File: src/design/cges_pkg.sv
package cges_pkg;

  localparam int FRAC_BITS = 24;
  localparam int NUM_BODIES_DEF = 2;
  localparam int WORD_W = 32;
  localparam int MUL_W = WORD_W + 1;
  localparam int PROD_W = 2 * MUL_W;
  localparam int SQ_W = 2 * WORD_W;
  localparam int DIV_W = (WORD_W + FRAC_BITS > 2 * FRAC_BITS + 1) ?
                         (WORD_W + FRAC_BITS) : (2 * FRAC_BITS + 1);

  localparam logic [15:0] MAX_STEP_RST = 16'd3277;
  localparam logic [15:0] GAIN_RST = 16'd655;
  localparam logic CTRL_BODY_RST = 1'b1;

  localparam logic [1:0] CFG_MAX_STEP = 2'd0;
  localparam logic [1:0] CFG_GAIN = 2'd1;
  localparam logic [1:0] CFG_CTRL_BODY = 2'd2;

  localparam logic signed [WORD_W-1:0] ONE_FX = WORD_W'(64'd1 << FRAC_BITS);

endpackage

File: src/design/cges_mul.sv
module cges_mul
  import cges_pkg::*;
(
  input  logic                     clk,
  input  logic signed [MUL_W-1:0]  a,
  input  logic signed [MUL_W-1:0]  b,
  output logic signed [PROD_W-1:0] p_r
);

  always_ff @(posedge clk) begin
    p_r <= a * b;
  end

endmodule

File: config.mk
export PLATFORM = sky130hd
export DESIGN_NAME = cges_mul
export DESIGN_NICKNAME = d
export VERILOG_FILES = /design/src/design/cges_pkg.sv /design/src/design/cges_mul.sv
export SDC_FILE = /design/constraint.sdc
export NUM_CORES = 2
export LEC_CHECK = 0
export ABC_AREA = 1
export ABC_CLOCK_PERIOD_IN_PS = 20700
export BUFFER_PORTS_ARGS = -buffer_cell sky130_fd_sc_hd__buf_2
export CORE_ASPECT_RATIO = 0.8
export CORE_MARGIN = 2
export CORE_UTILIZATION = 50
export CTS_CLUSTER_SIZE = 14
export DETAILED_ROUTE_END_ITERATION = 10
export PLACE_DENSITY_LB_ADDON = 0.25
export SLEW_MARGIN = 20
export SYNTH_ARGS = -nofsm -noshare
export SYNTH_HDL_FRONTEND = slang
export SYNTH_SLANG_ARGS = --single-unit
File: constraint.sdc
create_clock -name clk -period 20.7 [get_ports clk]
set_input_delay 1.035 -clock clk [delete_from_list [all_inputs] [get_ports clk]]
set_output_delay 1.035 -clock clk [all_outputs]
set_load 0.005 [all_outputs]
Word level (Yosys, flattened, before mapping)
Index checks and enable logic that the tools add are counted.
Storage, ports and cells
  register bits after elaboration: 66
  input bits: 67
  word-level logic and storage cells: 2
Operators by class
  $mul: 1
Operator list (count)
  multiplier 33 x 33 -> 66 bit: 1

Depth between registers and ports, before layout
  word-level depth: 1
  depth in mapped cells: 34
  depth with buffers taken out: 32

Worst setup path before layout
Ideal clock, no wire load.
  kind: input to register
  start point: in a[32]
  end point: reg p_r[60]
  setup time: 113 ps
  arrival time: 7678 ps
  data required time: 20587 ps
  slack: 12909 ps
  stages on the path: 23
  buffers on the path: 2
  cell sequence: clkbuf_1 > clkbuf_1 > nand2_1 > inv_1 > fa_1 > fa_1 > fa_1 > fa_1 > inv_1 > fa_1 > fa_1 > fa_1 > fa_1 > inv_1 > ha_1 > nand2_1 > nor2_1 > inv_1 > nor3_1 > nand2_1 > and2_0 > nand4_1 > nand2_1
Between the ends
  longest elaborated chain between the ends: 1
Ends and longest elaborated chain
  from (decl): line cges_mul.sv:5  | input logic signed [MUL_W-1:0] a,
  multiplier 33 x 33 -> 66 bit: line cges_mul.sv:11  | p_r <= a * b;
  to (signal assigned): line cges_mul.sv:11
  to (decl): line cges_mul.sv:7  | output logic signed [PROD_W-1:0] p_r
Every way passes these cells.

Worst setup path in the final report
  start point: in b[9]
  end point: reg p_r[57]
Between the ends
  longest elaborated chain between the ends: 1
Ends and longest elaborated chain
  from (decl): line cges_mul.sv:6  | input logic signed [MUL_W-1:0] b,
  multiplier 33 x 33 -> 66 bit: line cges_mul.sv:11
Every way passes these cells.

==> reports/results.tsv <==
stage	metric	value	unit
timing	Fin. Hold Viols	0	
placed_design	HPWL Detailed	98.4	mm
grt	first-pass GRT wire length	196	mm
clock_network	hold_buf cts	0	
setup_path	Cell Chain, Critical Path	buf_2, nand2_1, fa_1, fa_1, fa_1, inv_1, fa_1, fa_1, fa_1, fa_1, inv_1, fa_1, inv_1, ha_1, nand2_1, nor2_1, nand3_1, nor2_1, o21ai_0, nand4_1, nand2_1	
final_layout	area occupied by multi-input gates	33800	um2
synthesis	Mapped Area	43200	um2
floorplan	Ports	133	
timing	max_slew headroom	28.1	%
synthesis	Area contributors post-synth	fa_1 53%, inv_1 16%, nand2_1 13%, ha_1 6.3%, dfxtp_1 3.1%	
job	maxcap violations	0	
setup_path	crit path buf inv count	4	
routing	drt total wl	117	mm
timing	Period Utilization, post-route	40.4	%
hold_path	hold path depth	4	
synthesis	Mapped Cells	5543	
final_layout	Filler Cell Count	8360	
routing	1st-iter DRT viols	2398	
final_layout	share of cells above drive strength 1	4.27	%
floorplan	Initial Utilization	50.4	%
routing	via count	32385	
synthesis	post-synthesis sequential area ratio	3.06	%
routing	drt wl/cell	17.8	um
final_layout	commonest non-fill, non-tap cells in the layout	1,894 x inv_1, 1,517 x nand2_1, 1,144 x fa_1	
clock_network	total CTS buffers	9	
clock_network	setup bufs post-CTS	0	
setup_path	Worst Path Required	20.94	ns
timing	max-slew violations	0	
setup_path	max incr delay on CP	0.92	ns
final_layout	Core Util, Final	52.2	%
grt	GR peak layer	met2	
routing	Vias/cell	4.92	
timing	Max Clk Rate	119	MHz
grt	M2 GR Usage	46.8	%
timing	Min Clock Period, post-route	8.37	ns
final_layout	Seq. cell area	1320	um2
final_layout	commonest non-fill, non-tap cell in the layout	inv_1	
floorplan	Rows	96	
clock_network	CTS tree	done	
placed_design	Port-buffer cells	132	
final_layout	fin nets	6875	
hold_path	hold crit path type	in2reg	
setup_path	critical path capture point type	flip-flop	
grt	initial antenna violation count	7	
grt	largest net degree at the start of global routing	35	
setup_path	Setup CP Type	in2reg	
clock_network	clock tree buffer depth	2	
timing	setup_tns	0	ns
setup_path	Slowest-stage cell, CP	fa_1	
status	run status	completed	
grt	Tot GR Track Use	28.1	%
synthesis	Avg Cell Area, Syn	7.79	um2
floorplan	Core ar.	85600	um2
synthesis	Synth Register Bits	66	
clock_network	root buf cell	clkbuf_16	
routing	DRC	0	
final_layout	Post-Layout Inst Area	44700	um2
placed_design	routability cong.	0.994	
synthesis	post-synth top area share	53.1	%
setup_path	Data arrival, critical path	8.61	ns
floorplan	Die H	267	um
grt	met3 GRT Util	3.30	%
synthesis	Synth area leader	fa_1	
final_layout	max reg flops	66	
clock_network	post_cts resized	0	
clock_network	CTS clk-pin slew, worst paths	0.06	ns
timing	worst slew pin tran	1.08	ns
synthesis	syn nets	6972	
grt	GRT overflow	0	
floorplan	die area	88700	um2
setup_path	CP Launch Type	primary input	
synthesis	Yosys Warn Count	0	
setup_path	cell class contributing the biggest share of worst-path delay	adder cells	
clock_network	H-tree depth	3	
floorplan	Die W	333	um
timing	Setup Viol. Count Final	0	
final_layout	largest register by flop count	p_r	
routing	Routed Antenna Nets	0	
routing	drt pass-1 iters	6	
grt	vias in the first global route	35657	
setup_path	CP Max Fanout	33	
placed_design	dpl cell area	44400	um2
synthesis	Yosys cell types	35	
timing	unrepaired setup endpoints after global routing	false	
clock_network	clock sinks	66	
setup_path	most used cell along the critical path	fa_1	
final_layout	area grow syn2layout	3.63	%
setup_path	Levels on crit path	21	
grt	grt met1 use	39.8	%
final_layout	biggest regs	p_r x66	
timing	Hold Slack	1.22	ns
## path summary, 6_finish.rpt
kind | from | end | slack, ns
max | b[9] | p_r[57] | 12.33
min | b[0] | p_r[0] | 1.22
## layer usage
| layer | vias to the layer above | wire length, um |
|---|---|---|
| met5 | - | 74 |
| met4 | 12 | 2740 |
| met3 | 177 | 7340 |
| met2 | 1090 | 54800 |
| met1 | 16323 | 52000 |
| li1 | 14783 | - |
## synthesized netlist by cell type (all sizes together)
cell / instances
o21bai: 14
buf: 1
nand3b: 3
o21a: 1
xor2: 37
a21o: 2
ha: 217
fa: 1145
nand2: 1534
nand3: 78
o21ai: 23
xnor2: 4
clkbuf: 262
inv: 1895
or2: 6
nand4: 19
dfxtp: 66
nor3: 8
a21oi: 65
and2: 3
nor4: 5
a21boi: 1
nor2: 154
## layout make-up
| type | count | area share (%) |
|---|---|---|
| antenna | 2 | 0.0112 |
| clock buffer | 10 | 0.534 |
| clock inverter | 6 | 0.145 |
| inverter | 1895 | 15.9 |
| multi-input combinational | 3319 | 75.4 |
| sequential | 66 | 2.95 |
| tap | 1127 | 3.15 |
| timing repair buffer | 155 | 1.86 |
## logic make-up (layout without fill, tap and decap cells)
kind of cell               after synthesis  after routing  share of synthesized area [%]
buffers and inverters                 2158           2066                           18.8
and+or+nand+nor                       1810           1810                           16.6
adders and majority gates             1362           1362                           59.4
AOI/OAI and AO/OA                      106            106                           1.38
DFF                                     66             66                           3.06
xor gates and xnor gates                41             41                          0.832
other                                    0              2                              0
## through the flow
stage	std cells	worst slack, ns
finish	6580	12.33
global placement	6562	11.95
detailed placement	6562	11.89
CTS	6578	12.22
global route	6579	11.93
floorplan	5543	12.91
## worst min-delay path: stages
cell     delay (ns)
buf_2          0.09
buf_4          0.24
nand2_1        0.10
inv_1          0.04
Power is not shown: default switching activity piles up to over one toggle a cycle in this logic, so the estimate is an artifact.
