### src/design/cges_pkg.sv
package cges_pkg;

  localparam int FRAC_BITS = 24;
  localparam int NUM_BODIES_DEF = 2;
  localparam int WORD_W = 32;
  localparam int MUL_W = WORD_W + 1;
  localparam int PROD_W = 2 * MUL_W;
  localparam int SQ_W = 2 * WORD_W;
  localparam int DIV_W = (WORD_W + FRAC_BITS > 2 * FRAC_BITS + 1) ?
                         (WORD_W + FRAC_BITS) : (2 * FRAC_BITS + 1);

  localparam logic [15:0] MAX_STEP_RST = 16'd3277;
  localparam logic [15:0] GAIN_RST = 16'd655;
  localparam logic CTRL_BODY_RST = 1'b1;

  localparam logic [1:0] CFG_MAX_STEP = 2'd0;
  localparam logic [1:0] CFG_GAIN = 2'd1;
  localparam logic [1:0] CFG_CTRL_BODY = 2'd2;

  localparam logic signed [WORD_W-1:0] ONE_FX = WORD_W'(64'd1 << FRAC_BITS);

endpackage

### src/design/cges_sqrt.sv
module cges_sqrt
  import cges_pkg::*;
(
  input  logic              clk,
  input  logic              rst_n,
  input  logic              start,
  input  logic [SQ_W-1:0]   operand,
  output logic              done_r,
  output logic [WORD_W-1:0] root
);

  localparam int CNT_W = $clog2(WORD_W + 1);

  logic [SQ_W-1:0]  v_r;
  logic [SQ_W-1:0]  res_r;
  logic [SQ_W-1:0]  bit_r;
  logic [CNT_W-1:0] cnt_r;
  logic             busy_r;
  logic [SQ_W-1:0]  trial;

  assign trial = res_r + bit_r;
  assign root = res_r[WORD_W-1:0];

  always_ff @(posedge clk) begin
    if (!rst_n) begin
      busy_r <= 1'b0;
      done_r <= 1'b0;
      cnt_r <= '0;
    end else begin
      done_r <= 1'b0;
      if (start) begin
        busy_r <= 1'b1;
        cnt_r <= CNT_W'(WORD_W);
        v_r <= operand;
        res_r <= '0;
        bit_r <= SQ_W'(1) << (SQ_W - 2);
      end else if (busy_r) begin
        if (v_r >= trial) begin
          v_r <= v_r - trial;
          res_r <= (res_r >> 1) + bit_r;
        end else begin
          res_r <= res_r >> 1;
        end
        bit_r <= bit_r >> 2;
        cnt_r <= cnt_r - 1'b1;
        if (cnt_r == CNT_W'(1)) begin
          busy_r <= 1'b0;
          done_r <= 1'b1;
        end
      end
    end
  end

endmodule

### config.mk
export PLATFORM = sky130hd
export DESIGN_NAME = cges_sqrt
export DESIGN_NICKNAME = d
export VERILOG_FILES = /design/src/design/cges_pkg.sv /design/src/design/cges_sqrt.sv
export SDC_FILE = /design/constraint.sdc
export NUM_CORES = 1
export LEC_CHECK = 0
export ABC_AREA = 1
export BUFFER_PORTS_ARGS = -buffer_cell sky130_fd_sc_hd__buf_2
export CAP_MARGIN = 15
export CORE_ASPECT_RATIO = 1.75
export CORE_MARGIN = 2
export CORE_UTILIZATION = 30
export DETAILED_ROUTE_END_ITERATION = 16
export SLEW_MARGIN = 20
export SYNTH_ARGS = -nofsm -noshare
export SYNTH_HDL_FRONTEND = slang
export SYNTH_SLANG_ARGS = --single-unit
### constraint.sdc
create_clock -name clk -period 14.74 [get_ports clk]
set_input_delay 0 -clock clk [delete_from_list [all_inputs] [get_ports clk]]
set_output_delay 0 -clock clk [all_outputs]
set_load 0.01 [all_outputs]
Word level (Yosys, flattened, before mapping):

Cells that the tools add are included.

* register bits: 168
* input port bits: 67
* output and inout bits: 33
* logic and storage cells: 33

* add/subtract/negate cells: 4
* order comparisons: 1
* equal/unequal tests: 1
* mux-type cells: 12
* bitwise gates (word level): 2
* reduce and logical (&&, ||, !) cells: 6

Operators with widths (count)
* 64-bit two-way mux: 5
* 63-bit by 63-bit adder with 64-bit output: 1
* 64-bit by 63-bit adder with 64-bit output: 1
* 64-bit greater-or-equal comparator: 1
* 64-bit subtractor: 1
* 63-bit two-way mux: 1
* 6-bit two-way mux: 2
* 6-bit by 1-bit == test with 1-bit output, second input constant: 1
* 6-bit by 1-bit subtractor with 6-bit output, second input constant: 1
* 1-bit two-way mux: 4
* 2-bit nonzero test: 2
* 3-bit AND reduction: 1
* 3-bit OR reduction: 1
* 1-bit NOT: 2
* 2-bit AND reduction: 1
* 2-bit OR reduction: 1

Depth between registers and ports, before layout:

* word-level depth: 5
* gate-level depth with buffers: 27
* mapped depth without buffers: 27

Worst setup path before layout:

OpenSTA, ideal clock, no wires.

* kind: register to register
* start point: register busy_r
* end point: register v_r[0] (enable)
* setup time: 0.418 ns
* arrival time: 7.139 ns
* data required time: 14.322 ns
* setup slack: 7.183 ns
* cell stages (with the launch flop): 5
* path buffers: 0
* clock period less this slack: 7.557 ns
* cell sequence: dfxtp_1 inv_1 a21oi_1 o21ai_0 inv_1

* word-level cells in the longest chain between the ends: 2

Ends and longest elaborated chain
* start: declaration: line cges_sqrt.sv:18 `logic busy_r;`
* start signal: assignment: line cges_sqrt.sv:26 `busy_r <= 1'b0;`
* start signal: assignment: line cges_sqrt.sv:32 `busy_r <= 1'b1;`
* start signal: assignment: line cges_sqrt.sv:47 `busy_r <= 1'b0;`
* 2-bit nonzero test (no line)
* 3-bit AND reduction (no line)
* end signal: assignment: line cges_sqrt.sv:34 `v_r <= operand;`
* end signal: assignment: line cges_sqrt.sv:39 `v_r <= v_r - trial;`
* end: declaration: line cges_sqrt.sv:14 `logic [SQ_W-1:0] v_r;`

Every way passes these cells.
A chain may end at the register's enable or synchronous reset.

Worst setup path after layout:

* start point: register res_r[22]
* end point: register v_r[20] (enable)

* word-level cells in the longest chain between the ends: 4

Ends and longest elaborated chain
* start: declaration: line cges_sqrt.sv:15 `logic [SQ_W-1:0] res_r;`
* start signal: assignment: line cges_sqrt.sv:40 `res_r <= (res_r >> 1) + bit_r;`
* start signal: assignment: line cges_sqrt.sv:42 `res_r <= res_r >> 1;`
* 64-bit by 63-bit adder with 64-bit output: line cges_sqrt.sv:21 `assign trial = res_r + bit_r;`
* 64-bit greater-or-equal comparator: line cges_sqrt.sv:38 `if (v_r >= trial) begin`
* 2-bit nonzero test (no line)
* 3-bit AND reduction (no line)

Every way passes these cells.

==> results.json <==
{
  "status": "complete, no violations",
  "fp.dieW_um": 202,
  "grt_pass1_vias": 22600,
  "cts-root-buf": "clkbuf_16",
  "ys_ff_latch": 168,
  "ys_seq_area_share_pct": 24.1,
  "core_um2": 68200,
  "placed_cells": 4466,
  "tightest_slew_ns": 1.14,
  "crit_fanout": 64,
  "portBuffers": 99,
  "grt_pass1_wl_um": 132000,
  "min_path_cells": 3,
  "cts_tree": "built",
  "period_minus_slack_ns": 5.76,
  "final_area_um2": 23100,
  "synth_edf_count": 160,
  "tns_ns": 0,
  "yosysTopAreaCell": "nand2_1",
  "netlist_area_um2": 20600,
  "first_iter_violations": 1218,
  "die_y_um": 351,
  "final-hold-violation-count": 0,
  "drive_above_1_share_pct": 4.72,
  "power_density_nw_per_um2": 114,
  "final_cell_mix": "nand2_1, inv_1, nor2_1",
  "crit_path_end_kind": "flop",
  "ys.flop_type": "edfxtp_1",
  "rsz0062_at_grt": "no",
  "insertion_delay_ns": 0.50,
  "antenna_left": 0,
  "cp_data_required_time_ns": 14.85,
  "p_total_mw": 2.63,
  "critPathKind": "flop to flop",
  "place_hpwl_um": 75600,
  "drc": 0,
  "layout.nets": 3851,
  "cts_sinks": 168,
  "syn_to_final_growth_pct": 12.2,
  "antenna_cells": 0,
  "vias_per_cell": 4.95,
  "num_rows": 127,
  "grt_max_degree": 65,
  "yosysTopAreaCellShare_pct": 26.3,
  "hold_path_class": "primary input to flop",
  "drt-total-wl_um": 91300,
  "max-vdd-ir-drop_v": 0.000100,
  "hp-start": "operand[63]",
  "maxCapViolCount": 0,
  "yosys_warnings": 0,
  "r2r_end": "v_r[20]",
  "wl_per_cell_um": 20.0,
  "netlist_instances": 3530,
  "placed_area_um2": 21800,
  "dp_slack_ns": 9.20,
  "final-max-slew-violation-count": 0,
  "dieArea_um2": 70900,
  "fmax_ghz": 0.174,
  "num_vias": 22600,
  "reg2reg_slack_ns": 8.98,
  "synth.avg_cell_area_um2": 5.84,
  "io_pins": 100,
  "synth_nets": 3730,
  "clk_path_buf_depth": 2,
  "finClkSkew_ns": 0.0177,
  "endpoint": "v_r[20]",
  "finalSetupViolations": 0,
  "finalWorstSetupSlack_ns": 8.98,
  "firstDrtPassIters": 5,
  "r2r-start": "res_r[22]",
  "track_usage_pct": 25.5,
  "final_cell_count_no_fill": 4567,
  "initial_core_util_pct": 30.2,
  "cts_buffers": 17,
  "clkSlewWorstSetupHoldPaths_ns": 0.08,
  "grt_overflow": 0,
  "slew_headroom_pct": 23.3,
  "hold_slack_ns": 0.0283,
  "synth_cell_types": 46,
  "final_core_util_pct": 33.9,
  "gp_congestion": 1.02,
  "mostFrequentLayoutCell": "nand2_1",
  "critPathLaunchType": "flop",
  "cp.arrival_ns": 5.87,
  "antenna_found_initial": 0,
  "reg2reg_depth": 22,
  "power.leakage_nw": 11.9,
  "startpoint": "res_r[22]",
  "h-tree-depth": 4,
  "min_period_over_period_pct": 39.1,
  "async_flop_share_pct": 0,
  "synth_area_leaders": "nand2_1, edfxtp_1, inv_1"
}
## worst max-delay path, stage by stage, from the launching register on
cell and delay, ns:
edfxtp_1 0.56, ha_1 0.44, nand2_1 0.09, o21ai_0 0.21, nand2_1 0.10, o21ai_0 0.67
a21oi_1 0.07, o21ai_0 0.46, nand3_1 0.22, nand3b_1 0.15, nand2_1 0.07, ha_1 0.38
nand2_1 0.10, nor2_1 0.20, inv_1 0.08, nor2_2 0.12, nand2_1 0.09, nor3_2 0.14
nand2_2 0.11, nand2_2 0.13, o21ai_0 0.11, inv_2 0.08, buf_4 0.76
## flip-flops by register name, indices dropped and copies added (netlist names)
name	cells
cnt_r	6
bit_r	32
v_r	64
busy_r	1
done_r	1
res_r	64
## routing by layer
layer	global-route usage (%)	wire length [um]
met3	2.55	2760
met5	0	0
met4	23.0	9300
met1	22.9	30600
met2	49.9	48700
## where the power goes
group	internal (mW)	switching [mW]	total, mW
clock network	0.227	0.253	0.479
registers	0.615	0.0791	0.694
logic	0.460	0.992	1.45
## cell type report
class,instances,area (um^2)
inverter,586,2200
tap,903,1130
fill,7632,45000
clock inverter,14,153
clock buffer,18,429
timing repair buffer,177,1260
sequential,168,4960
multi-input combinational,2701,13000
## cells by family after synthesis
logic type      Yosys count  synth area share, %
flops                   168                 24.1
buf+inv                 661                 12.9
fa+ha+maj               133                 8.11
compound gates          321                 8.29
xor+xnor                106                 4.51
simple gates           2141                 42.1
## worst min path at each step
stage	endpoint	slack, ns
after CTS	v_r[63]	0.01
after global routing	v_r[63]	0.02
final	v_r[63]	0.03
after global placement	cnt_r[5]	0.23
after floorplan	bit_r[62]	0.1
after detailed placement	cnt_r[5]	0.24
## synth_stat cells (2+ instances only)
cell type  instances
nand4_1           23
xnor2_1           61
buf_2              7
and2_1             8
nor3_2             2
o21ai_0          135
o21ai_1            3
nand2b_1           3
a21oi_1          146
nand3b_1          28
a21o_1             2
ha_1             132
nor4_1            11
nand2_1         1444
clkinv_1           2
nand2_2            6
clkbuf_1          26
xor2_1            45
dfxtp_1            8
a21boi_0           2
o21bai_1          19
nor3b_1            3
inv_1            581
nor3_1            41
o21a_1             7
buf_4             33
and3_1             2
edfxtp_1         160
nand3_1          212
buf_6              6
or2_2             12
nor2_1           339
nor2_2             4
inv_2              3
buf_1              3
## repair_timing
| item | in CTS | in global routing |
|---|---|---|
| endpoints found under the setup margin | 0 | 0 |
| hold buffers | 69 | 0 |
| hold endpoints to repair | 67 | 0 |
| resized for setup | 0 | 0 |
| setup buffers | 0 | 0 |
Power figures use the tool's default switching activity.
