===== src/design/cges_pkg.sv =====
package cges_pkg;

  localparam int FRAC_BITS = 24;
  localparam int NUM_BODIES_DEF = 2;
  localparam int WORD_W = 32;
  localparam int MUL_W = WORD_W + 1;
  localparam int PROD_W = 2 * MUL_W;
  localparam int SQ_W = 2 * WORD_W;
  localparam int DIV_W = (WORD_W + FRAC_BITS > 2 * FRAC_BITS + 1) ?
                         (WORD_W + FRAC_BITS) : (2 * FRAC_BITS + 1);

  localparam logic [15:0] MAX_STEP_RST = 16'd3277;
  localparam logic [15:0] GAIN_RST = 16'd655;
  localparam logic CTRL_BODY_RST = 1'b1;

  localparam logic [1:0] CFG_MAX_STEP = 2'd0;
  localparam logic [1:0] CFG_GAIN = 2'd1;
  localparam logic [1:0] CFG_CTRL_BODY = 2'd2;

  localparam logic signed [WORD_W-1:0] ONE_FX = WORD_W'(64'd1 << FRAC_BITS);

endpackage


===== src/design/cges_div.sv =====
module cges_div
  import cges_pkg::*;
(
  input  logic              clk,
  input  logic              rst_n,
  input  logic              start,
  input  logic [DIV_W-1:0]  dividend,
  input  logic [WORD_W-1:0] divisor,
  output logic              done_r,
  output logic [DIV_W-1:0]  quot
);

  localparam int CNT_W = $clog2(DIV_W + 1);

  logic [DIV_W-1:0]  quo_r;
  logic [WORD_W-1:0] rem_r;
  logic [WORD_W-1:0] dsr_r;
  logic [CNT_W-1:0]  cnt_r;
  logic              busy_r;
  logic [WORD_W:0]   rem_sh;
  logic [WORD_W+1:0] diff;
  logic              ge;

  assign rem_sh = {rem_r, quo_r[DIV_W-1]};
  assign diff = {1'b0, rem_sh} - {2'b00, dsr_r};
  assign ge = ~diff[WORD_W+1];
  assign quot = quo_r;

  always_ff @(posedge clk) begin
    if (!rst_n) begin
      busy_r <= 1'b0;
      done_r <= 1'b0;
      cnt_r <= '0;
    end else begin
      done_r <= 1'b0;
      if (start) begin
        busy_r <= 1'b1;
        cnt_r <= CNT_W'(DIV_W);
        quo_r <= dividend;
        rem_r <= '0;
        dsr_r <= divisor;
      end else if (busy_r) begin
        rem_r <= ge ? diff[WORD_W-1:0] : rem_sh[WORD_W-1:0];
        quo_r <= {quo_r[DIV_W-2:0], ge};
        cnt_r <= cnt_r - 1'b1;
        if (cnt_r == CNT_W'(1)) begin
          busy_r <= 1'b0;
          done_r <= 1'b1;
        end
      end
    end
  end

endmodule


===== config.mk =====
export PLATFORM = sky130hd
export DESIGN_NAME = cges_div
export DESIGN_NICKNAME = d
export VERILOG_FILES = /design/src/design/cges_pkg.sv /design/src/design/cges_div.sv
export SDC_FILE = /design/constraint.sdc
export NUM_CORES = 1
export LEC_CHECK = 0
export BUFFER_PORTS_ARGS = -buffer_cell sky130_fd_sc_hd__buf_2
export CORE_ASPECT_RATIO = 0.75
export CORE_MARGIN = 2
export CORE_UTILIZATION = 45
export DETAILED_ROUTE_END_ITERATION = 10
export PLACE_DENSITY = 0.71
export SLEW_MARGIN = 20
export SYNTH_ARGS = -nofsm -noshare
export SYNTH_HDL_FRONTEND = slang
export SYNTH_SLANG_ARGS = --single-unit

===== constraint.sdc =====
create_clock -name clk -period 3.16 [get_ports clk]
set_input_delay 0.316 -clock clk [delete_from_list [all_inputs] [get_ports clk]]
set_output_delay 0.316 -clock clk [all_outputs]
set_load 0.005 [all_outputs]

Yosys cells after proc, flatten, opt, wreduce, memory -nomap -nowiden. Cells that the tools add are included.

Add/sub/neg operators: 2. Eq/ne operators: 1. Muxes and demuxes: 10. Bitwise gates (word level): 3. Reduce and logical (&&, ||, !) cells: 5.

Operator list (count): 56-bit 2-to-1 mux (2); 32-bit 2-to-1 mux (2); 33-bit by 32-bit subtractor with 34-bit output (1); 6-bit 2-to-1 mux (2); 6-bit by 1-bit equality test with 1-bit output, second input constant (1); 6-bit by 1-bit subtractor with 6-bit output, second input constant (1); 1-bit 2-to-1 mux (4); 2-bit AND reduction (2); 1-bit inverter (3); 3-bit OR reduction (1); 2-bit nonzero test (1); 2-bit OR reduction (1).

Bits in registers: 128. Input bits: 91. Output and inout bits: 57. Word-level logic and storage cells: 28.

Longest topological paths before layout. Gate-level depths: netlist of the first run.

Word-level depth: 4. Gate-level depth with buffers: 13. Depth with buffers taken out: 13.

Worst setup path before layout of the first run. Ideal clock, no wire load.

Kind: in2reg. From: input port start. To: register quo_r[0] (netlist: quot[0]), enable pin. Setup time: 0.454 ns. Arrival: 2.918 ns. Required time: 2.706 ns. Slack: -0.212 ns. Stages on the path: 3. Buffers on the path: 2. Cells stage by stage: clkbuf_1 -> clkbuf_1 -> o21a_1.

Longest elaborated chain between the ends: 2.

RTL lines: start: declaration (RTL line cges_div.sv:6) `input logic start,`; 2-bit nonzero test (no source line); 2-bit AND reduction (no source line); end signal: assignment (RTL line cges_div.sv:39) `quo_r <= dividend;`; end signal: assignment (RTL line cges_div.sv:44) `quo_r <= {quo_r[DIV_W-2:0], ge};`; end: declaration (RTL line cges_div.sv:15) `logic [DIV_W-1:0] quo_r;`.

No other way between the ends. A chain may end at the register's enable or synchronous reset.

Final worst setup path of the first run.
From: register rem_r[19]. To: register rem_r[23], data pin.

Longest elaborated chain between the ends: 3.

RTL lines: start: declaration (RTL line cges_div.sv:16) `logic [WORD_W-1:0] rem_r;`; start signal: assignment (RTL line cges_div.sv:43) `rem_r <= ge ? diff[WORD_W-1:0] : rem_sh[WORD_W-1:0];`; 33-bit by 32-bit subtractor with 34-bit output (RTL line cges_div.sv:25) `assign diff = {1'b0, rem_sh} - {2'b00, dsr_r};`; 32-bit 2-to-1 mux (RTL line cges_div.sv:43); 32-bit 2-to-1 mux (RTL line cges_div.sv:42) `end else if (busy_r) begin`.

No other way between the ends. The select of a mux whose other input is x is not followed.

==> flow_summary.json, run 1 <==
{
  "crit_chain": "ha_1 > a21o_1 > a21oi_2 > o21a_1 > o211ai_1 > a221oi_2 > o21a_4 > o2111ai_4 > buf_12 > or2_2 > a21oi_1",
  "syn-cell-area_um2": 6810,
  "area_growth_pct": 24.3,
  "fin_crit_sh_pct": 93.2,
  "relSlewSlack_pct": 62.8,
  "die_w_um": 146,
  "grt_pass1_vias": 4926,
  "cts_tree": "built",
  "hpwl_um": 10600,
  "drt-wirelength-per-cell_um": 16.0,
  "cp-end-kind": "flop",
  "rsz0062_at_grt": "no",
  "yosys.cell_types.count": 56,
  "async_flop_share_pct": 0,
  "viasPerCell": 5.23,
  "timing.rr.start": "rem_r[19]",
  "yosysMostFrequentCell": "edfxtp_1",
  "core.rowCount": 38,
  "finalCriticalPeriod_ns": 2.94,
  "avgSynthCellArea_um2": 12.4,
  "peakVddDrop_v": 0.000444,
  "synthTopCellsByCount": "edfxtp_1 (120), mux2_2 (56), inv_1 (48), nor2_1 (48), ha_1 (34)",
  "num_vias": 4820,
  "numPortBuffers": 147,
  "cts_root_buf": "clkbuf_16",
  "ys_seq_area_share_pct": 55.3,
  "leakagePower_nw": 3.54,
  "slowest_delay_ns": 0.40,
  "max-clock-path-buffers": 2,
  "cts.clk_slew.worst_paths_ns": 0.06,
  "min_path_cells": 1,
  "hold_class": "input pin to flop",
  "cts_buffers": 17,
  "worst_slew_pin_slew_ns": 0.558,
  "fin_total_pwr_mw": 5.13,
  "finalSetupViolCount": 0,
  "outcome": "finished, final reports clean",
  "antenna_left": 0,
  "track_usage_pct": 19.0,
  "maxCapViolCount": 0,
  "first_iter_violations": 370,
  "globalplace.congestion": 0.877,
  "synthCells": 549,
  "ios": 148,
  "antenna_found_initial": 0,
  "synth_top_area_cell": "edfxtp_1",
  "layout.nets": 835,
  "clock_latency_ns": 0.42,
  "htreeDepth": 4,
  "crit_slowest_cell": "edfxtp_1",
  "grt.overflow.total": 0,
  "ys.flop_type": "edfxtp_1",
  "worstPathMaxFanout": 21,
  "grt_max_degree": 57,
  "die-area_um2": 16100,
  "synth-seq-cells": 128,
  "r2r-end": "rem_r[23]",
  "cts.sinks": 128,
  "drv_slew": 0,
  "n_antenna_cell": 0,
  "required_ns": 3.42,
  "p_per_area_nw_per_um2": 606,
  "r2r_slack_ns": 0.22,
  "start_util_pct": 46.5,
  "drive_gt1_share_pct": 36.0,
  "synth_warnings": 0,
  "wirelength_um": 14700,
  "finalHoldViolations": 0,
  "clock_skew_ns": 0.00902,
  "tns_ns": 0,
  "worstHoldStart": "divisor[18]",
  "synth_top_area_share_pct": 52.9,
  "grt_pass1_wl_um": 24400,
  "synth_edf_count": 120,
  "cp.arrival_ns": 3.21,
  "fmax_mhz": 340,
  "drc": 0,
  "reg2reg_depth": 11,
  "synthTopCellsByArea": "edfxtp_1 (53%), mux2_2 (9.3%), ha_1 (6.3%)",
  "critPathLaunchType": "flop",
  "holdPathEnd": "dsr_r[18]",
  "hold_buffers": 0,
  "crit_type": "flop to flop",
  "first_pass_iters": 5,
  "core-area_um2": 14600,
  "die_y_um": 111,
  "synthesis.nets": 675
}
## report_power, final
group | internal (mW) | switching, mW
Combinational | 0.487 | 0.569
Sequential | 2.03 | 0.0645
Clock | 1.24 | 0.740
## logic make-up (layout without fill, tap and decap cells)
| family | count (synthesis) | in the layout | share of synthesized area [%] |
|---|---|---|---|
| AOI/OAI and AO/OA | 102 | 102 | 10.8 |
| DFF | 128 | 128 | 55.3 |
| adders and majority gates | 35 | 35 | 6.54 |
| xor gates and xnor gates | 28 | 28 | 3.60 |
| buffers and inverters | 66 | 239 | 4.12 |
| and+or+nand+nor | 114 | 114 | 7.48 |
| muxes | 76 | 76 | 12.2 |
## critical path, delay by kind of cell (launching register included)
| family | cells | cell delay [ns] |
|---|---|---|
| AOI/OAI and AO/OA | 8 | 1.51 |
| adders and majority gates | 1 | 0.38 |
| buffers and inverters | 1 | 0.21 |
| DFF | 1 | 0.40 |
| and+or+nand+nor | 1 | 0.28 |
## layer usage
layer	GRT usage, %	routed length [um]	vias up
li1	-	-	2350
met1	26.3	7110	2326
met2	28.7	6750	123
met3	4.50	645	21
met4	7.90	241	0
met5	0	0	-
## sequential cells by signal, indices dropped and copies added, names as in the netlist
| name | count |
|---|---|
| busy_r | 1 |
| quot | 56 |
| dsr_r | 32 |
| rem_r | 32 |
| done_r | 1 |
| cnt_r | 6 |
## per-stage QoR
| stage | hold slack, ns | cells | setup slack (ns) | area [um2] | util, % |
|---|---|---|---|---|---|
| finish | 0.0682 | 922 | 0.215 | 8460 | 57.8 |
| global route | 0.0503 | 922 | 0.0177 | 8460 | 57.8 |
| CTS | 0.0503 | 921 | 0.0829 | 8420 | 57.5 |
| detailed placement | 0.494 | 889 | 0.0950 | 7830 | 53.5 |
| global placement | 0.479 | 889 | 0.206 | 7830 | 53.5 |
| floorplan | 0.415 | 549 | 0.336 | 6810 | - |
## placed cells by master (no fill, tap or decap), drive strengths merged, types with 4 or more instances in the layout
master and instances:
o21ai 13, xnor2 19, a21boi 5, ha 34
a211oi 10, nand3 12, nand2 25, nand2b 5
mux2 56, nor2 48, a31oi 6, o211ai 6
edfxtp 120, mux2i 20, clkbuf 18, a21oi 30
inv 50, a21o 6, and3 4, clkinv 8
nor3 7, xor2 9, buf 157, dfxtp 8
o21a 6
## cell type report
type	count	area, um2
Fill cell	1281	6180
Sequential cell	128	3760
Multi-Input combinational cell	355	2800
Timing Repair Buffer	157	863
Clock buffer	18	429
Tap cell	200	250
Inverter	50	188
Clock inverter	14	166
## worst max path at each step
stage / startpoint / to / depth (start not counted)
2_1_floorplan: quot[55] / rem_r[30] / 13
3_5_place_dp: quot[55] / rem_r[24] / 13
6_report: rem_r[19] / rem_r[23] / 11
3_3_place_gp: quot[55] / rem_r[30] / 13
4_1_cts: quot[55] / rem_r[30] / 13
5_1_grt: quot[55] / rem_r[30] / 13
## what timing repair did
| action | 4_1_cts | 5_1_grt |
|---|---|---|
| setup endpoints to repair | 0 | 7 |
| resized for setup | 0 | 4 |
| buffers inserted | 0 | 1 |
No activity file was read; power rests on OpenSTA's default activity.
==> run 2: changes to the inputs <==
--- a/config.mk
+++ b/config.mk
@@ -5,12 +5,13 @@
 export SDC_FILE = /design/constraint.sdc
 export NUM_CORES = 1
 export LEC_CHECK = 0
+export ABC_AREA = 1
 export BUFFER_PORTS_ARGS = -buffer_cell sky130_fd_sc_hd__buf_2
 export CORE_ASPECT_RATIO = 0.75
 export CORE_MARGIN = 2
 export CORE_UTILIZATION = 45
 export DETAILED_ROUTE_END_ITERATION = 10
-export PLACE_DENSITY = 0.71
+export PLACE_DENSITY = 0.69
 export SLEW_MARGIN = 20
 export SYNTH_ARGS = -nofsm -noshare
 export SYNTH_HDL_FRONTEND = slang
==> flow_summary.json, run 2 <==
{
  "setup_slack_ns": 0.526,
  "synthTopCellsByCount": "nand2_1 (475), inv_1 (170), edfxtp_1 (120)",
  "maxCapViolCount": 0,
  "first_iter_violations": 541,
  "hold_class": "input pin to flop",
  "synth-seq-cells": 128,
  "grt.overflow.total": 0,
  "largest_reg_flops": 56,
  "area_growth_pct": 19.5,
  "grt_pass1_wl_um": 32900,
  "peakVddDrop_v": 0.000317,
  "pwr-share-comb_pct": 28.9,
  "clock_latency_ns": 0.43,
  "ctsResizeCount": 0,
  "ys.flop_type": "edfxtp_1",
  "cts.clk_slew.worst_paths_ns": 0.06,
  "hold_buffers": 0,
  "worstPathMaxFanout": 4,
  "synth_top_area_cell": "edfxtp_1",
  "worst_slew_pin_slew_ns": 0.715,
  "cts_tree": "built",
  "synth_edf_count": 120,
  "cts_root_buf": "clkbuf_16",
  "num_vias": 6968,
  "cp.arrival_ns": 2.82,
  "cp-end-kind": "flop",
  "grt_max_degree": 59,
  "dp_slack_ns": 0.592,
  "critPathLaunchType": "flop",
  "layout.nets": 1345,
  "finalCriticalPeriod_ns": 2.63,
  "relSlewSlack_pct": 52.3,
  "globalplace.congestion": 0.962,
  "cts_buffers": 17,
  "synth_warnings": 0,
  "start_util_pct": 45.7,
  "die-area_um2": 19000,
  "avgSynthCellArea_um2": 7.55,
  "switching_share_pct": 34.9,
  "pwr-share-clk_pct": 33.0,
  "yosysMostFrequentCell": "nand2_1",
  "fin_crit_sh_pct": 83.3,
  "die_w_um": 158,
  "htreeDepth": 4,
  "numPortBuffers": 147,
  "antenna_left": 0,
  "synthTopCellsByArea": "edfxtp_1 (45%), nand2_1 (22%), inv_1 (7.9%)",
  "ios": 148,
  "p_per_area_nw_per_um2": 595,
  "first_pass_iters": 7,
  "core.rowCount": 42,
  "clock_skew_ns": 0.0144,
  "outcome": "finished, final reports clean",
  "drc": 0,
  "p_sw_mw": 2.00,
  "required_ns": 3.34,
  "drv_slew": 0,
  "antenna_found_initial": 1,
  "rsz0062_at_grt": "no",
  "async_flop_share_pct": 0,
  "viasPerCell": 4.73,
  "core-area_um2": 17600,
  "crit_type": "flop to flop",
  "leakagePower_nw": 5.11,
  "synthesis.nets": 1193,
  "syn-cell-area_um2": 8050,
  "postCtsSetupRepairBufs": 0,
  "tns_ns": 0,
  "synth_top_area_share_pct": 44.8,
  "fmax_mhz": 380,
  "yosys.cell_types.count": 38,
  "layout_common_cells": "nand2_1 (474), inv_1 (170), buf_2 (147)",
  "synthCells": 1067,
  "max-clock-path-buffers": 2,
  "cts.sinks": 128,
  "final_cells": 1474,
  "whs_ns": 0.0643,
  "placedCellCount": 1442,
  "hpwl_um": 15400,
  "p_seq_share_pct": 38.1,
  "drive_gt1_share_pct": 18.8,
  "wirelength_um": 20400,
  "intPower_mw": 3.73,
  "grt_pass1_vias": 6521,
  "track_usage_pct": 22.7,
  "ys_seq_area_share_pct": 46.7,
  "n_antenna_cell": 0,
  "layout_commonest_cell": "nand2_1",
  "drt-wirelength-per-cell_um": 13.8,
  "post-route-util_pct": 54.7,
  "finalHoldViolations": 0,
  "finalSetupViolCount": 0,
  "die_y_um": 120
}
run 2: changes by cell type in the layout (fill, tap and decap cells not counted), sizes merged, moves of 9 or more:
cell / change
nand2: +462
inv: +139
mux2: -56
nor2: +55
nand3: +22
mux2i: -20
nand3b: +18
xnor2: -17
a21oi: -14
o21ai: -10
a211oi: -9
run 2: layer usage:
metal / wire [um] / share of wire (%) / track usage [%]
met5: 0 / 0 / 0
met4: 313 / 1.5 / 5.74
met3: 1830 / 9.0 / 6.72
met2: 8500 / 42 / 33.3
met1: 9740 / 48 / 32.8
run 2: area by class of cell:
class                   instances  area [um2]
flip-flops and latches        128        3760
well taps                     242         303
clock buffers                  18         439
repair buffers                154         813
inverters                     180         681
multi-input cells             738        3510
clock inverters                14         118
fillers                      1704        7980
run 2: cells by family after synthesis:
| logic type | count (synthesis) | synth area share, % |
|---|---|---|
| and+or+nand+nor | 663 | 34.4 |
| buffers and inverters | 201 | 9.79 |
| DFF | 128 | 46.7 |
| adders and majority gates | 35 | 5.53 |
| AOI/OAI and AO/OA | 24 | 1.80 |
| xor gates and xnor gates | 16 | 1.74 |
run 2: power by group through the flow:
stage          registers (mW)  clock network (mW)  logic [mW]
2_1_floorplan            2.20                   0        1.21
3_3_place_gp             2.21                   0        1.62
3_5_place_dp             2.21                   0        1.63
4_1_cts                  2.18                1.91        1.65
5_1_grt                  2.20                1.99        1.89
6_report                 2.18                1.89        1.65
run 2: path summary, 6_finish.rpt:
| path | start | to | slack (ns) | cells after the start |
|---|---|---|---|---|
| max reg2reg | quot[55] | rem_r[28] | 0.53 | 16 |
| min | divisor[15] | dsr_r[15] | 0.06 | 1 |
| min reg2reg | cnt_r[1] | cnt_r[1] | 0.49 | 2 |
| max | quot[55] | rem_r[28] | 0.53 | 16 |
run 2: through the flow:
stage                     cell area (um2)  total power [mW]
after global placement               9070              3.84
final                                9620              5.73
after detailed placement             9070              3.85
after floorplan                      8050              3.41
after CTS                            9620              5.74
after global routing                 9620              6.08
run 2: critical path: stages, from the launching register on:
cell and delay (ns):
edfxtp_1 0.39, inv_1 0.09, ha_1 0.15, inv_1 0.08, fa_1 0.45, nand3_1 0.12, nand3_1 0.19, nand2_1 0.11
nand2_1 0.13, nand2_1 0.09, nand2_1 0.12, nand2_1 0.16, nand2_1 0.07, nand2_1 0.06, nand3_1 0.07, nand2_1 0.07
inv_1 0.03
==> run 3: changes to the inputs <==
--- a/config.mk
+++ b/config.mk
@@ -11,7 +11,7 @@
 export CORE_MARGIN = 2
 export CORE_UTILIZATION = 45
 export DETAILED_ROUTE_END_ITERATION = 10
-export PLACE_DENSITY = 0.69
+export PLACE_DENSITY = 0.67
 export SLEW_MARGIN = 20
 export SYNTH_ARGS = -nofsm -noshare
 export SYNTH_HDL_FRONTEND = slang
==> constraint.sdc (replaced) <==
create_clock -name clk -period 2.7 [get_ports clk]
set_input_delay 0.27 -clock clk [delete_from_list [all_inputs] [get_ports clk]]
set_output_delay 0.27 -clock clk [all_outputs]
set_load 0.005 [all_outputs]
==> flow_summary.json, run 3 (synthesis gave the netlist of run 2 again) <==
{
  "outcome": "finished, final reports clean",
  "grt_pass1_vias": 6611,
  "crit_slowest_cell": "fa_1",
  "htreeDepth": 4,
  "finalHoldViolations": 0,
  "maxCapViolCount": 0,
  "critPathTopFamily": "simple AND/OR/NAND/NOR gates",
  "core.rowCount": 42,
  "worst_slew_pin_slew_ns": 0.614,
  "die_y_um": 120,
  "finalCriticalPeriod_ns": 2.49,
  "fin_crit_sh_pct": 92.3,
  "cp-end-kind": "flop",
  "drv_slew": 0,
  "clock_latency_ns": 0.43,
  "crit_chain": "inv_1 > ha_1 > inv_1 > fa_1 > nand3_1 > nand3_1 > nand2_1 > nand2_1 > nand2_1 > nand2_1 > nand2_1 > nand2_1 > nand2_1 > nand3_1 > nand2_1 > inv_1",
  "cts.clk_slew.worst_paths_ns": 0.06,
  "cpMostUsedCell": "nand2_1",
  "drt-wirelength-per-cell_um": 14.0,
  "grt_pass1_wl_um": 33400,
  "core-area_um2": 17600,
  "drive_gt1_share_pct": 18.7,
  "wirelength_um": 20800,
  "cts_root_buf": "clkbuf_16",
  "post-route-util_pct": 54.8,
  "p_sw_mw": 2.29,
  "die-area_um2": 19000,
  "switching_share_pct": 34.7,
  "track_usage_pct": 23.0,
  "drc": 0,
  "grt.overflow.total": 0,
  "grt_max_degree": 57,
  "rsz0062_at_grt": "no",
  "relSlewSlack_pct": 59.0,
  "num_vias": 6969,
  "finalSetupViolCount": 0,
  "area_growth_pct": 19.9,
  "tns_ns": 0,
  "hold_class": "input pin to flop",
  "layout.nets": 1353,
  "cts_tree": "built",
  "p_per_area_nw_per_um2": 684,
  "first_iter_violations": 590,
  "viasPerCell": 4.70,
  "p_seq_share_pct": 38.7,
  "peakVddDrop_v": 0.000390,
  "die_w_um": 158,
  "placedCellCount": 1445,
  "cp.arrival_ns": 2.68,
  "first_pass_iters": 5,
  "pwr-share-clk_pct": 31.5,
  "max-clock-path-buffers": 2,
  "cts.sinks": 128,
  "pwr-share-comb_pct": 29.8,
  "final_cells": 1482,
  "fmax_mhz": 401,
  "antenna_left": 0,
  "globalplace.congestion": 0.978,
  "required_ns": 2.89,
  "layout_commonest_cell": "nand2_1",
  "postCtsSetupRepairBufs": 0,
  "final_area_um2": 9650,
  "cts_buffers": 17,
  "slowest_delay_ns": 0.43,
  "largest_reg_flops": 56,
  "layout_common_cells": "nand2_1 (474), inv_1 (170), buf_2 (147)",
  "intPower_mw": 4.31,
  "r2r_slack_ns": 0.21,
  "detailed_place.area_um2": 9080,
  "clock_skew_ns": 0.00960,
  "numPortBuffers": 147,
  "worst-path-buf-inv": 3,
  "worstPathMaxFanout": 4,
  "antenna_found_initial": 4,
  "hpwl_um": 15700,
  "ios": 148,
  "critPathLaunchType": "flop",
  "leakagePower_nw": 5.11,
  "start_util_pct": 45.7,
  "crit_type": "flop to flop"
}
-- run 3: cell count changes in the layout (fill, tap and decap cells not counted), sizes merged, moves of 2 or more --
| cell | before | now |
|---|---|---|
| dlygate4sd3 | 0 | 5 |
| inv | 189 | 182 |
| diode | 0 | 2 |
| buf | 154 | 157 |
| clkinv | 5 | 9 |
| clkinvlp | 0 | 2 |
-- run 3: power groups by stage --
stage	sequential [mW]	clock [mW]	combinational (mW)
after floorplan	2.57	0	1.42
after global placement	2.59	0	1.93
after detailed placement	2.59	0	1.94
after CTS	2.55	2.11	1.96
after global routing	2.57	2.19	2.24
final	2.55	2.08	1.97
-- run 3: metal layers --
metal  wire, um  track usage [%]
met1      10000             32.4
met2       8730             34.3
met3       1820             7.33
met4        240             6.14
met5          0                0
-- run 3: through the flow --
step	worst slack [ns]	total power [mW]	hold slack [ns]
after CTS	0.211	6.62	0.000883
after global placement	0.280	4.51	0.448
after global routing	0.0267	7.01	0.00338
after floorplan	0.341	4.00	0.369
after detailed placement	0.234	4.52	0.448
final	0.208	6.60	0.0145
-- run 3: worst paths after layout --
kind | start | endpoint | cells after the start
max | quot[55] | rem_r[30] | 16
min reg2reg | cnt_r[1] | cnt_r[1] | 2
max reg2reg | quot[55] | rem_r[30] | 16
min | divisor[13] | dsr_r[13] | 1
-- run 3: repair_timing --
item	4_1_cts	5_1_grt
hold endpoints to repair	5	0
setup endpoints to repair	0	0
resized for setup	0	0
hold buffers	5	0
-- run 3: cell type report --
| cell class | count | area, um2 |
|---|---|---|
| Clock buffer | 17 | 425 |
| Antenna cell | 2 | 5.00 |
| Tap cell | 242 | 303 |
| Clock inverter | 13 | 92.6 |
| Timing Repair Buffer | 162 | 873 |
| Sequential cell | 128 | 3760 |
| Fill cell | 1729 | 7950 |
| Multi-Input combinational cell | 738 | 3510 |
| Inverter | 180 | 681 |
